--- config.mk ---
export PLATFORM = sky130hd
export DESIGN_NAME = water_level_alarm_controller_core
export DESIGN_NICKNAME = d
export VERILOG_FILES = /design/src/sv/wlac_pkg.sv /design/src/sv/wlac_ctrl.sv /design/src/sv/wlac_datapath.sv /design/src/sv/water_level_alarm_controller_core.sv
export SDC_FILE = /design/constraint.sdc
export NUM_CORES = 1
export LEC_CHECK = 0
export BUFFER_PORTS_ARGS = -buffer_cell sky130_fd_sc_hd__buf_2
export CORE_ASPECT_RATIO = 2
export CORE_UTILIZATION = 55
export DETAILED_ROUTE_END_ITERATION = 10
export PLACE_DENSITY = 0.74
export SLEW_MARGIN = 5
export SYNTH_ARGS = -nofsm -noshare
export SYNTH_HDL_FRONTEND = slang
export SYNTH_SLANG_ARGS = --single-unit
--- constraint.sdc ---
create_clock -name clk_i -period 9.03 [get_ports clk_i]
set_clock_uncertainty 0.05 [all_clocks]
set_input_delay 0.903 -clock clk_i [delete_from_list [all_inputs] [get_ports clk_i]]
set_output_delay 0.903 -clock clk_i [all_outputs]
set_load 0.02 [all_outputs]
--- src/sv/wlac_pkg.sv ---
// ----------------------------------------------------------------------------
// wlac_pkg
// Shared codes, constants and control types of the water level alarm controller.
// ----------------------------------------------------------------------------
`timescale 1ns / 1ps

package wlac_pkg;

  // level classes, also used as poll period codes
  localparam logic [1:0] LVL_NORMAL = 2'd0;
  localparam logic [1:0] LVL_PRE    = 2'd1;
  localparam logic [1:0] LVL_ALARM  = 2'd2;

  localparam logic [7:0] FULL_ANGLE = 8'd180;

  // configuration register indexes
  localparam int unsigned CFG_IDX_BITS = 2;
  localparam logic [CFG_IDX_BITS-1:0] CFG_PRE_ALARM = 2'd0;
  localparam logic [CFG_IDX_BITS-1:0] CFG_ALARM     = 2'd1;
  localparam logic [CFG_IDX_BITS-1:0] CFG_MAX       = 2'd2;
  localparam logic [CFG_IDX_BITS-1:0] CFG_HOLD      = 2'd3;

  localparam int unsigned HOLD_BITS = 16;

  // servo map quotient is below 180, so eight quotient bits
  localparam int unsigned QUO_BITS = 8;
  localparam int unsigned STEP_CNT_BITS = $clog2(QUO_BITS);

  typedef struct packed {
    logic load;   // latch an accepted input transfer
    logic eval;   // classify and update controller state
    logic step;   // one restoring divider iteration
    logic emit;   // finish the angle and load the output register
  } cmd_t;

  typedef struct packed {
    logic can_emit;  // output register free or drained this cycle
  } stat_t;

endpackage

--- src/sv/wlac_ctrl.sv ---
// ----------------------------------------------------------------------------
// wlac_ctrl
// Sequencer: accept, evaluate, eight divider steps, emit.
// ----------------------------------------------------------------------------
`timescale 1ns / 1ps

module wlac_ctrl (
  input  logic            clk_i,
  input  logic            rst_ni,
  input  logic            s_tvalid_i,
  output logic            s_tready_o,
  input  wlac_pkg::stat_t stat_i,
  output wlac_pkg::cmd_t  cmd_o
);

  localparam logic [1:0] ST_IDLE = 2'd0;
  localparam logic [1:0] ST_EVAL = 2'd1;
  localparam logic [1:0] ST_DIV  = 2'd2;
  localparam logic [1:0] ST_EMIT = 2'd3;

  localparam logic [wlac_pkg::STEP_CNT_BITS-1:0] LAST_STEP =
    wlac_pkg::STEP_CNT_BITS'(wlac_pkg::QUO_BITS - 1);

  logic [1:0] state_q, state_d;
  logic [wlac_pkg::STEP_CNT_BITS-1:0] cnt_q, cnt_d;

  always_comb begin
    state_d    = state_q;
    cnt_d      = cnt_q;
    cmd_o      = '0;
    s_tready_o = 1'b0;
    unique case (state_q)
      ST_IDLE: begin
        s_tready_o = 1'b1;
        if (s_tvalid_i) begin
          cmd_o.load = 1'b1;
          state_d    = ST_EVAL;
        end
      end
      ST_EVAL: begin
        cmd_o.eval = 1'b1;
        cnt_d      = '0;
        state_d    = ST_DIV;
      end
      ST_DIV: begin
        cmd_o.step = 1'b1;
        cnt_d      = cnt_q + 1'b1;
        if (cnt_q == LAST_STEP) begin
          state_d = ST_EMIT;
        end
      end
      ST_EMIT: begin
        // hold here while the previous result is still pending
        if (stat_i.can_emit) begin
          cmd_o.emit = 1'b1;
          state_d    = ST_IDLE;
        end
      end
      default: state_d = ST_IDLE;
    endcase
  end

  always_ff @(posedge clk_i or negedge rst_ni) begin
    if (!rst_ni) begin
      state_q <= ST_IDLE;
      cnt_q   <= '0;
    end else begin
      state_q <= state_d;
      cnt_q   <= cnt_d;
    end
  end

endmodule

--- src/sv/wlac_datapath.sv ---
// ----------------------------------------------------------------------------
// wlac_datapath
// Configuration, controller state, servo map divider and output register.
// ----------------------------------------------------------------------------
`timescale 1ns / 1ps

module wlac_datapath #(
  parameter int unsigned DISTANCE_BITS = 10,
  parameter int unsigned TIME_BITS     = 32,
  parameter int unsigned WDATA_BITS    = 16,
  parameter int unsigned IN_BITS       = 56,
  parameter int unsigned OUT_BITS      = 32
) (
  input  logic                              clk_i,
  input  logic                              rst_ni,
  input  logic                              cfg_we_i,
  input  logic [wlac_pkg::CFG_IDX_BITS-1:0] cfg_idx_i,
  input  logic [WDATA_BITS-1:0]             cfg_wdata_i,
  input  logic [IN_BITS-1:0]                s_tdata_i,
  input  logic                              s_tuser_i,
  input  wlac_pkg::cmd_t                    cmd_i,
  output wlac_pkg::stat_t                   stat_o,
  output logic                              m_tvalid_o,
  input  logic                              m_tready_i,
  output logic [OUT_BITS-1:0]               m_tdata_o
);

  localparam int unsigned DB = DISTANCE_BITS;
  localparam int unsigned TB = TIME_BITS;
  localparam int unsigned PB = DB + wlac_pkg::QUO_BITS;
  localparam int unsigned QB = wlac_pkg::QUO_BITS;
  localparam int unsigned PAYLOAD_BITS = 17 + DB;

  // configuration
  logic [DB-1:0] pre_q, alm_q, max_q;
  logic [wlac_pkg::HOLD_BITS-1:0] hold_q;

  // latched input
  logic [DB-1:0] dist_in_q;
  logic [TB-1:0] now_in_q;
  logic          rise_in_q;
  logic [7:0]    pot_in_q;

  // controller state
  logic [1:0]    level_q, level_d;
  logic [TB-1:0] entry_q, entry_d;
  logic [DB-1:0] held_q, held_d;
  logic manual_q, manual_d, armed_q, armed_d;
  logic led_b_q, led_b_d, led_c_q, led_c_d;
  logic light_q, light_d, vopen_q, vopen_d;
  logic [7:0] vangle_q, vangle_d;
  logic use_map_q, use_map_d;

  // divider
  logic [DB-1:0] rem_q, rem_d;
  logic [QB-1:0] quo_q, quo_d, shf_q, shf_d;

  // output register
  logic [OUT_BITS-1:0] out_data_q;
  logic                out_valid_q;

  logic [TB-1:0] elapsed;
  logic          holding;
  logic [DB-1:0] dist_eval;
  logic [PB-1:0] prod;
  logic [DB:0]   trial;
  logic [7:0]    angle_fin, angle_out;
  logic [DB-1:0] water;
  logic [PAYLOAD_BITS-1:0] payload;

  always_ff @(posedge clk_i or negedge rst_ni) begin
    if (!rst_ni) begin
      pre_q  <= DB'(100);
      alm_q  <= DB'(50);
      max_q  <= DB'(200);
      hold_q <= wlac_pkg::HOLD_BITS'(100);
    end else if (cfg_we_i) begin
      unique case (cfg_idx_i)
        wlac_pkg::CFG_PRE_ALARM: pre_q  <= cfg_wdata_i[DB-1:0];
        wlac_pkg::CFG_ALARM:     alm_q  <= cfg_wdata_i[DB-1:0];
        wlac_pkg::CFG_MAX:       max_q  <= cfg_wdata_i[DB-1:0];
        wlac_pkg::CFG_HOLD:      hold_q <= cfg_wdata_i[wlac_pkg::HOLD_BITS-1:0];
        default: ;
      endcase
    end
  end

  always_ff @(posedge clk_i) begin
    if (cmd_i.load) begin
      dist_in_q <= s_tdata_i[DB-1:0];
      now_in_q  <= s_tdata_i[DB+TB-1:DB];
      pot_in_q  <= s_tdata_i[DB+TB+7:DB+TB];
      rise_in_q <= s_tuser_i;
    end
  end

  assign elapsed   = now_in_q - entry_q;
  assign holding   = (level_q == wlac_pkg::LVL_ALARM) &&
                     (elapsed < TB'(hold_q));
  assign dist_eval = holding ? held_q : dist_in_q;
  assign prod      = PB'(dist_eval) * PB'(wlac_pkg::FULL_ANGLE);
  assign trial     = {rem_q, shf_q[QB-1]};

  always_comb begin
    level_d   = level_q;
    entry_d   = entry_q;
    held_d    = held_q;
    manual_d  = manual_q;
    armed_d   = armed_q;
    led_b_d   = led_b_q;
    led_c_d   = led_c_q;
    light_d   = light_q;
    vopen_d   = vopen_q;
    vangle_d  = vangle_q;
    use_map_d = use_map_q;
    rem_d     = rem_q;
    quo_d     = quo_q;
    shf_d     = shf_q;

    if (cmd_i.eval) begin
      // button toggle comes first
      if (rise_in_q && armed_q) begin
        manual_d = !manual_q;
        armed_d  = 1'b0;
      end
      use_map_d = 1'b0;
      rem_d     = prod[PB-1:QB];
      shf_d     = prod[QB-1:0];
      if (!holding) begin
        held_d = dist_in_q;
      end
      if (!holding && (dist_in_q > pre_q || dist_in_q > alm_q)) begin
        if (dist_in_q > pre_q) begin
          level_d = wlac_pkg::LVL_NORMAL;
          led_b_d = 1'b1;
          led_c_d = 1'b0;
        end else begin
          level_d = wlac_pkg::LVL_PRE;
          led_b_d = 1'b0;
          led_c_d = !led_c_q;
        end
        // leaving alarm
        if (level_q == wlac_pkg::LVL_ALARM) begin
          armed_d  = 1'b0;
          light_d  = 1'b1;
          vopen_d  = 1'b0;
          vangle_d = '0;
          manual_d = 1'b0;
        end
      end else begin
        if (!holding) begin
          level_d = wlac_pkg::LVL_ALARM;
          entry_d = now_in_q;
        end
        light_d = 1'b0;
        led_b_d = 1'b0;
        led_c_d = 1'b1;
        armed_d = 1'b1;
        vopen_d = 1'b1;
        if (manual_d) begin
          vangle_d = (pot_in_q > wlac_pkg::FULL_ANGLE) ? wlac_pkg::FULL_ANGLE : pot_in_q;
        end else if (dist_eval < alm_q) begin
          use_map_d = 1'b1;
        end else begin
          vangle_d = wlac_pkg::FULL_ANGLE;
        end
      end
    end

    if (cmd_i.step) begin
      // restoring division of distance*180 by alarm_distance
      if (trial >= {1'b0, alm_q}) begin
        rem_d = DB'(trial - {1'b0, alm_q});
        quo_d = {quo_q[QB-2:0], 1'b1};
      end else begin
        rem_d = trial[DB-1:0];
        quo_d = {quo_q[QB-2:0], 1'b0};
      end
      shf_d = {shf_q[QB-2:0], 1'b0};
    end

    if (cmd_i.emit) begin
      vangle_d  = angle_fin;
      use_map_d = 1'b0;
    end
  end

  assign angle_fin = use_map_q ? (wlac_pkg::FULL_ANGLE - quo_q) : vangle_q;
  assign angle_out = vopen_q ? angle_fin : 8'd0;
  assign water     = (held_q < max_q) ? (max_q - held_q) : '0;
  assign payload   = {level_q, water, manual_q, angle_out, vopen_q,
                      light_q, led_c_q, led_b_q, level_q};

  always_ff @(posedge clk_i or negedge rst_ni) begin
    if (!rst_ni) begin
      level_q   <= wlac_pkg::LVL_NORMAL;
      entry_q   <= '0;
      held_q    <= '0;
      manual_q  <= 1'b0;
      armed_q   <= 1'b0;
      led_b_q   <= 1'b0;
      led_c_q   <= 1'b0;
      light_q   <= 1'b1;
      vopen_q   <= 1'b0;
      vangle_q  <= '0;
      use_map_q <= 1'b0;
    end else begin
      level_q   <= level_d;
      entry_q   <= entry_d;
      held_q    <= held_d;
      manual_q  <= manual_d;
      armed_q   <= armed_d;
      led_b_q   <= led_b_d;
      led_c_q   <= led_c_d;
      light_q   <= light_d;
      vopen_q   <= vopen_d;
      vangle_q  <= vangle_d;
      use_map_q <= use_map_d;
    end
  end

  always_ff @(posedge clk_i) begin
    rem_q <= rem_d;
    quo_q <= quo_d;
    shf_q <= shf_d;
    if (cmd_i.emit) begin
      out_data_q <= OUT_BITS'(payload);
    end
  end

  always_ff @(posedge clk_i or negedge rst_ni) begin
    if (!rst_ni) begin
      out_valid_q <= 1'b0;
    end else if (cmd_i.emit) begin
      out_valid_q <= 1'b1;
    end else if (m_tready_i) begin
      out_valid_q <= 1'b0;
    end
  end

  assign stat_o.can_emit = !out_valid_q || m_tready_i;
  assign m_tvalid_o      = out_valid_q;
  assign m_tdata_o       = out_data_q;

endmodule

--- src/sv/water_level_alarm_controller_core.sv ---
// ----------------------------------------------------------------------------
// water_level_alarm_controller_core
// Classifies sonar polls into normal, pre-alarm and alarm and drives LEDs,
// light enable and the valve servo.
// ----------------------------------------------------------------------------
// One poll enters on the s_ stream (distance, time, pot angle in tdata,
// button rise in tuser) and one result leaves on the m_ stream.
// Thresholds, empty-channel distance and alarm hold time are written on the
// cfg_ port while the block is idle; the user must keep to this, the block
// itself does no such check. A poll runs from accept through an
// evaluation state, eight restoring divider steps for the servo map (one
// quotient bit per step) and an emit state that loads the output register,
// whose result shows on m_tvalid_o in the cycle after the emit state.
// The output register parts the two sides: the next poll is taken while a
// result waits; if the receiver stalls longer, the block waits before its
// emit cycle and holds s_tready_o low.
// Reset loads the default thresholds, clears the class to normal, closes
// the valve and enables the light.
// ----------------------------------------------------------------------------
`timescale 1ns / 1ps

module water_level_alarm_controller_core #(
  parameter int unsigned DISTANCE_BITS = 10,
  parameter int unsigned TIME_BITS     = 32,
  localparam int unsigned WDATA_BITS =
    (DISTANCE_BITS > wlac_pkg::HOLD_BITS) ? DISTANCE_BITS : wlac_pkg::HOLD_BITS,
  localparam int unsigned IN_BITS  = ((DISTANCE_BITS + TIME_BITS + 8 + 7) / 8) * 8,
  localparam int unsigned OUT_BITS = ((DISTANCE_BITS + 17 + 7) / 8) * 8
) (
  input  logic                              clk_i,
  input  logic                              rst_ni,
  input  logic                              cfg_we_i,
  input  logic [wlac_pkg::CFG_IDX_BITS-1:0] cfg_idx_i,
  input  logic [WDATA_BITS-1:0]             cfg_wdata_i,
  input  logic                              s_tvalid_i,
  output logic                              s_tready_o,
  // distance, now_ms, pot_angle
  input  logic [IN_BITS-1:0]                s_tdata_i,
  // button_rise
  input  logic                              s_tuser_i,
  output logic                              m_tvalid_o,
  input  logic                              m_tready_i,
  // level_code, led_b, led_c, light_active, servo_open, servo_angle,
  // manual_active, water_level, poll_period_code
  output logic [OUT_BITS-1:0]               m_tdata_o
);

  wlac_pkg::cmd_t  cmd;
  wlac_pkg::stat_t stat;

  wlac_ctrl u_ctrl (
    .clk_i      (clk_i),
    .rst_ni     (rst_ni),
    .s_tvalid_i (s_tvalid_i),
    .s_tready_o (s_tready_o),
    .stat_i     (stat),
    .cmd_o      (cmd)
  );

  wlac_datapath #(
    .DISTANCE_BITS (DISTANCE_BITS),
    .TIME_BITS     (TIME_BITS),
    .WDATA_BITS    (WDATA_BITS),
    .IN_BITS       (IN_BITS),
    .OUT_BITS      (OUT_BITS)
  ) u_datapath (
    .clk_i       (clk_i),
    .rst_ni      (rst_ni),
    .cfg_we_i    (cfg_we_i),
    .cfg_idx_i   (cfg_idx_i),
    .cfg_wdata_i (cfg_wdata_i),
    .s_tdata_i   (s_tdata_i),
    .s_tuser_i   (s_tuser_i),
    .cmd_i       (cmd),
    .stat_o      (stat),
    .m_tvalid_o  (m_tvalid_o),
    .m_tready_i  (m_tready_i),
    .m_tdata_o   (m_tdata_o)
  );

endmodule

==> flow_summary.yaml <==
setup_path:
  cpMostUsedCell: "a21oi_1"
  critPathMaxStageDelay_ns: 0.53
  crit_start: "u_datapath.entry_q[0]$_DFFE_PN0P_"
  crit_type: "reg -> reg"
  cp.buffers_inverters: 2
  r2r_setup_slack_ns: 0.59
  end_kind: "register"
  reg2regPathDepth: 36
  cpMaxStageDelayCell: "fa_1"
  cp_top_family: "compound AO/OA/AOI/OAI gates"
  cp.required_ns: 9.23
  r2r-end: "u_datapath.rem_q[8]$_DFFE_PP_"
  worst_setup_path_start_kind: "register"
  cp.depth: 36
  critical_path.max_fanout: 7
  rr_startpoint: "u_datapath.entry_q[0]$_DFFE_PN0P_"
  critPathArrivalTime_ns: 8.64
  cp-endpoint: "u_datapath.rem_q[8]$_DFFE_PP_"
floorplanning:
  dieArea_sq_mm: 0.0257
  io_pins: 114
  initial_core_util: 0.561
  die_h_um: 226
  core.rowCount: 81
  die_w_um: 114
  coreArea_sq_mm: 0.0245
placement:
  post-dp-hpwl_um: 27500
  place_area_sq_mm: 0.0146
  io_buffer_count: 102
  gp_congestion: 1.01
worst_hold_path:
  hold_path.class: "in -> async"
logic_synthesis:
  yosysWarnings: 0
  synth-edff-count: 100
  ys_seq_elements: 211
  netlist_area_sq_mm: 0.0138
  synthMuxAreaShare: 0.0722
  syn-instance-count: 1350
  synthSimpleGateAreaFrac: 0.122
  synth_cell_types: 88
  seq_area_frac_synth: 0.421
  synth_flop_cell: "edfxtp_1"
  synth_compound_area_frac: 0.154
  avgSynthCellArea_sq_um: 10.2
  synth_top_family_by_area: "compound AO/OA/AOI/OAI gates"
  synth_xor_area_frac: 0.0280
  async_flop_share: 0.526
  synthAdderAreaFrac: 0.141
timing:
  maxSlewHeadroom: 0.389
  worstMarginPinSlew_ns: 0.916
  setup_viol: 0
  rsz0062_at_grt: "no"
  tns_ns: 0
  finalHoldViolations: 0
  post-route-period-util: 0.935
  fmaxAchievable_ghz: 0.118
  final_max_slew_viol_count: 0
  period_needed_ns: 8.44
cells_and_area:
  layout.nets: 1676
  area_growth_pct: 10.7
  ff_latch_area_sq_mm: 0.00580
  design_area_sq_mm: 0.0152
  n_antenna_cell: 0
  fillers: 2084
  layout_common_cells: "inv_1 (160), ha_1 (128), nand2_1 (105)"
  final_common_cell: "inv_1"
  multi_input_comb_area_sq_mm: 0.00715
  drive_gt1_frac: 0.185
routing:
  vias_per_cell: 5.85
  drc_errors: 0
  wl_per_cell_um: 19.4
  first_pass_iters: 5
  ant_nets: 0
  drt-initial-drc-count: 615
  num_vias: 10500
  routed_wl_um: 34800
clock_network:
  clk_path_buf_depth: 3
  hold_buffers: 0
  clock_latency_ns: 0.52
  ctsRootBufferMaster: "clkbuf_16"
  cts_tree: "yes"
  htreeDepth: 1
  numCtsBuffers: 21
  path_clk_slew_ns: 0.07
  clock_sink_count: 211
pwr:
  switching_share: 0.445
  p_sw_uw: 2650
  power_uw: 5950
  p_seq_frac: 0.275
  irDropWorstVdd_uv: 201
  power_frac_comb: 0.587
  internal_power_uw: 3300
  power_frac_clock: 0.138
  p_leak_uw: 0.00677
  cellPowerDensity_mw_per_mm2: 390
grt:
  antenna_found_initial: 0
  grt_max_degree: 70
  grt_first_pass_wirelength_um: 54900
  first_global_vias: 10900
  grt-ovfl-total: 0
  grt_use_total: 0.280
job:
  max_cap_violations: 0
status:
  outcome: "completed"
[metrics by stage]
stage	worst slack, ns	utilization	instances	hold slack (ns)
final	0.590	0.621	1799	0.341
after global routing	0.0295	0.621	1799	0.389
after CTS	0.616	0.621	1799	0.358
after detailed placement	0.669	0.595	1761	0.402
after global placement	0.765	0.595	1761	0.386
after floorplan	1.12	-	1354	0.375
[logic make-up after synthesis]
| logic type | after synthesis |
|---|---|
| AND/OR/NAND/NOR | 335 |
| AO/OA/AOI/OAI | 318 |
| flip-flops | 211 |
| buffers and inverters | 205 |
| adder cells (fa/ha/maj) | 146 |
| multiplexers | 90 |
| XOR/XNOR | 44 |
| other | 1 |
[cells in the mapped netlist (17+ instances only)]
cell type | number | area (sq um)
o21ai_0 | 77 | 385
xnor2_1 | 32 | 280
nand2_1 | 105 | 394
dfrtp_1 | 98 | 2450
a21o_1 | 22 | 165
nor2_1 | 70 | 263
ha_1 | 128 | 1600
mux2_2 | 74 | 833
nand2b_1 | 20 | 125
nand3_1 | 19 | 95.1
o21a_1 | 22 | 165
nor2b_1 | 26 | 163
nor3_1 | 17 | 85.1
nand4_1 | 27 | 169
a21oi_1 | 74 | 370
inv_1 | 160 | 601
edfxtp_1 | 100 | 3000
o211ai_1 | 18 | 135
[area by class of cell]
class                           count  share of cell area
Timing Repair Buffer              119              0.0420
Tap cell                          332              0.0273
Clock inverter                      8             0.00304
Multi-Input combinational cell    938               0.469
Inverter                          161              0.0397
Sequential cell                   211               0.380
Clock buffer                       30              0.0381
[timing repair]
action,in CTS,in global routing
setup endpoints to repair,0,2
gates resized for setup,0,1
setup buffers,0,0
[metal layers]
layer  global-route usage  up-vias  routed length [um]
li1                     -     5006                   -
met1                0.262     5107               11500
met2                0.549      292               19300
met3               0.0276      128                1100
met4                0.207        0                2870
met5                    0        -                   0
[power groups by stage]
stage | logic, uW | clock network (uW) | registers [uW]
2_1_floorplan | 2580 | 0 | 1620
3_3_place_gp | 3350 | 0 | 1630
3_5_place_dp | 3430 | 0 | 1650
4_1_cts | 3460 | 837 | 1630
5_1_grt | 3860 | 871 | 1670
6_report | 3490 | 824 | 1630
[registers in the layout, indices dropped and copies added, names as in the netlist, 2 cells and up]
register,cells
u_datapath.pot_in_q,8
u_datapath.shf_q,6
u_datapath.m_tdata_o,25
u_datapath.pre_q,10
u_datapath.dist_in_q,10
u_ctrl.cnt_q,3
u_datapath.vangle_q,8
u_datapath.quo_q,8
u_datapath.level_q,2
u_ctrl.state_q,2
u_datapath.max_q,10
u_datapath.entry_q,32
u_datapath.hold_q,16
u_datapath.held_q,10
u_datapath.now_in_q,32
u_datapath.alm_q,10
u_datapath.rem_q,10
[worst min path at each step]
stage / from / endpoint / slack (ns)
after CTS: rst_ni / u_datapath.entry_q[23]$_DFFE_PN0P_ / 0.36
final: rst_ni / u_datapath.entry_q[23]$_DFFE_PN0P_ / 0.34
after global routing: rst_ni / u_datapath.vangle_q[3]$_DFFE_PN0P_ / 0.39
after detailed placement: u_datapath.led_b_q$_DFFE_PN0P_ / u_datapath.m_tdata_o[2]$_DFFE_PP_ / 0.40
after floorplan: u_datapath.led_b_q$_DFFE_PN0P_ / u_datapath.m_tdata_o[2]$_DFFE_PP_ / 0.37
after global placement: u_datapath.led_b_q$_DFFE_PN0P_ / u_datapath.m_tdata_o[2]$_DFFE_PP_ / 0.39
Power figures use the tool's default switching activity.
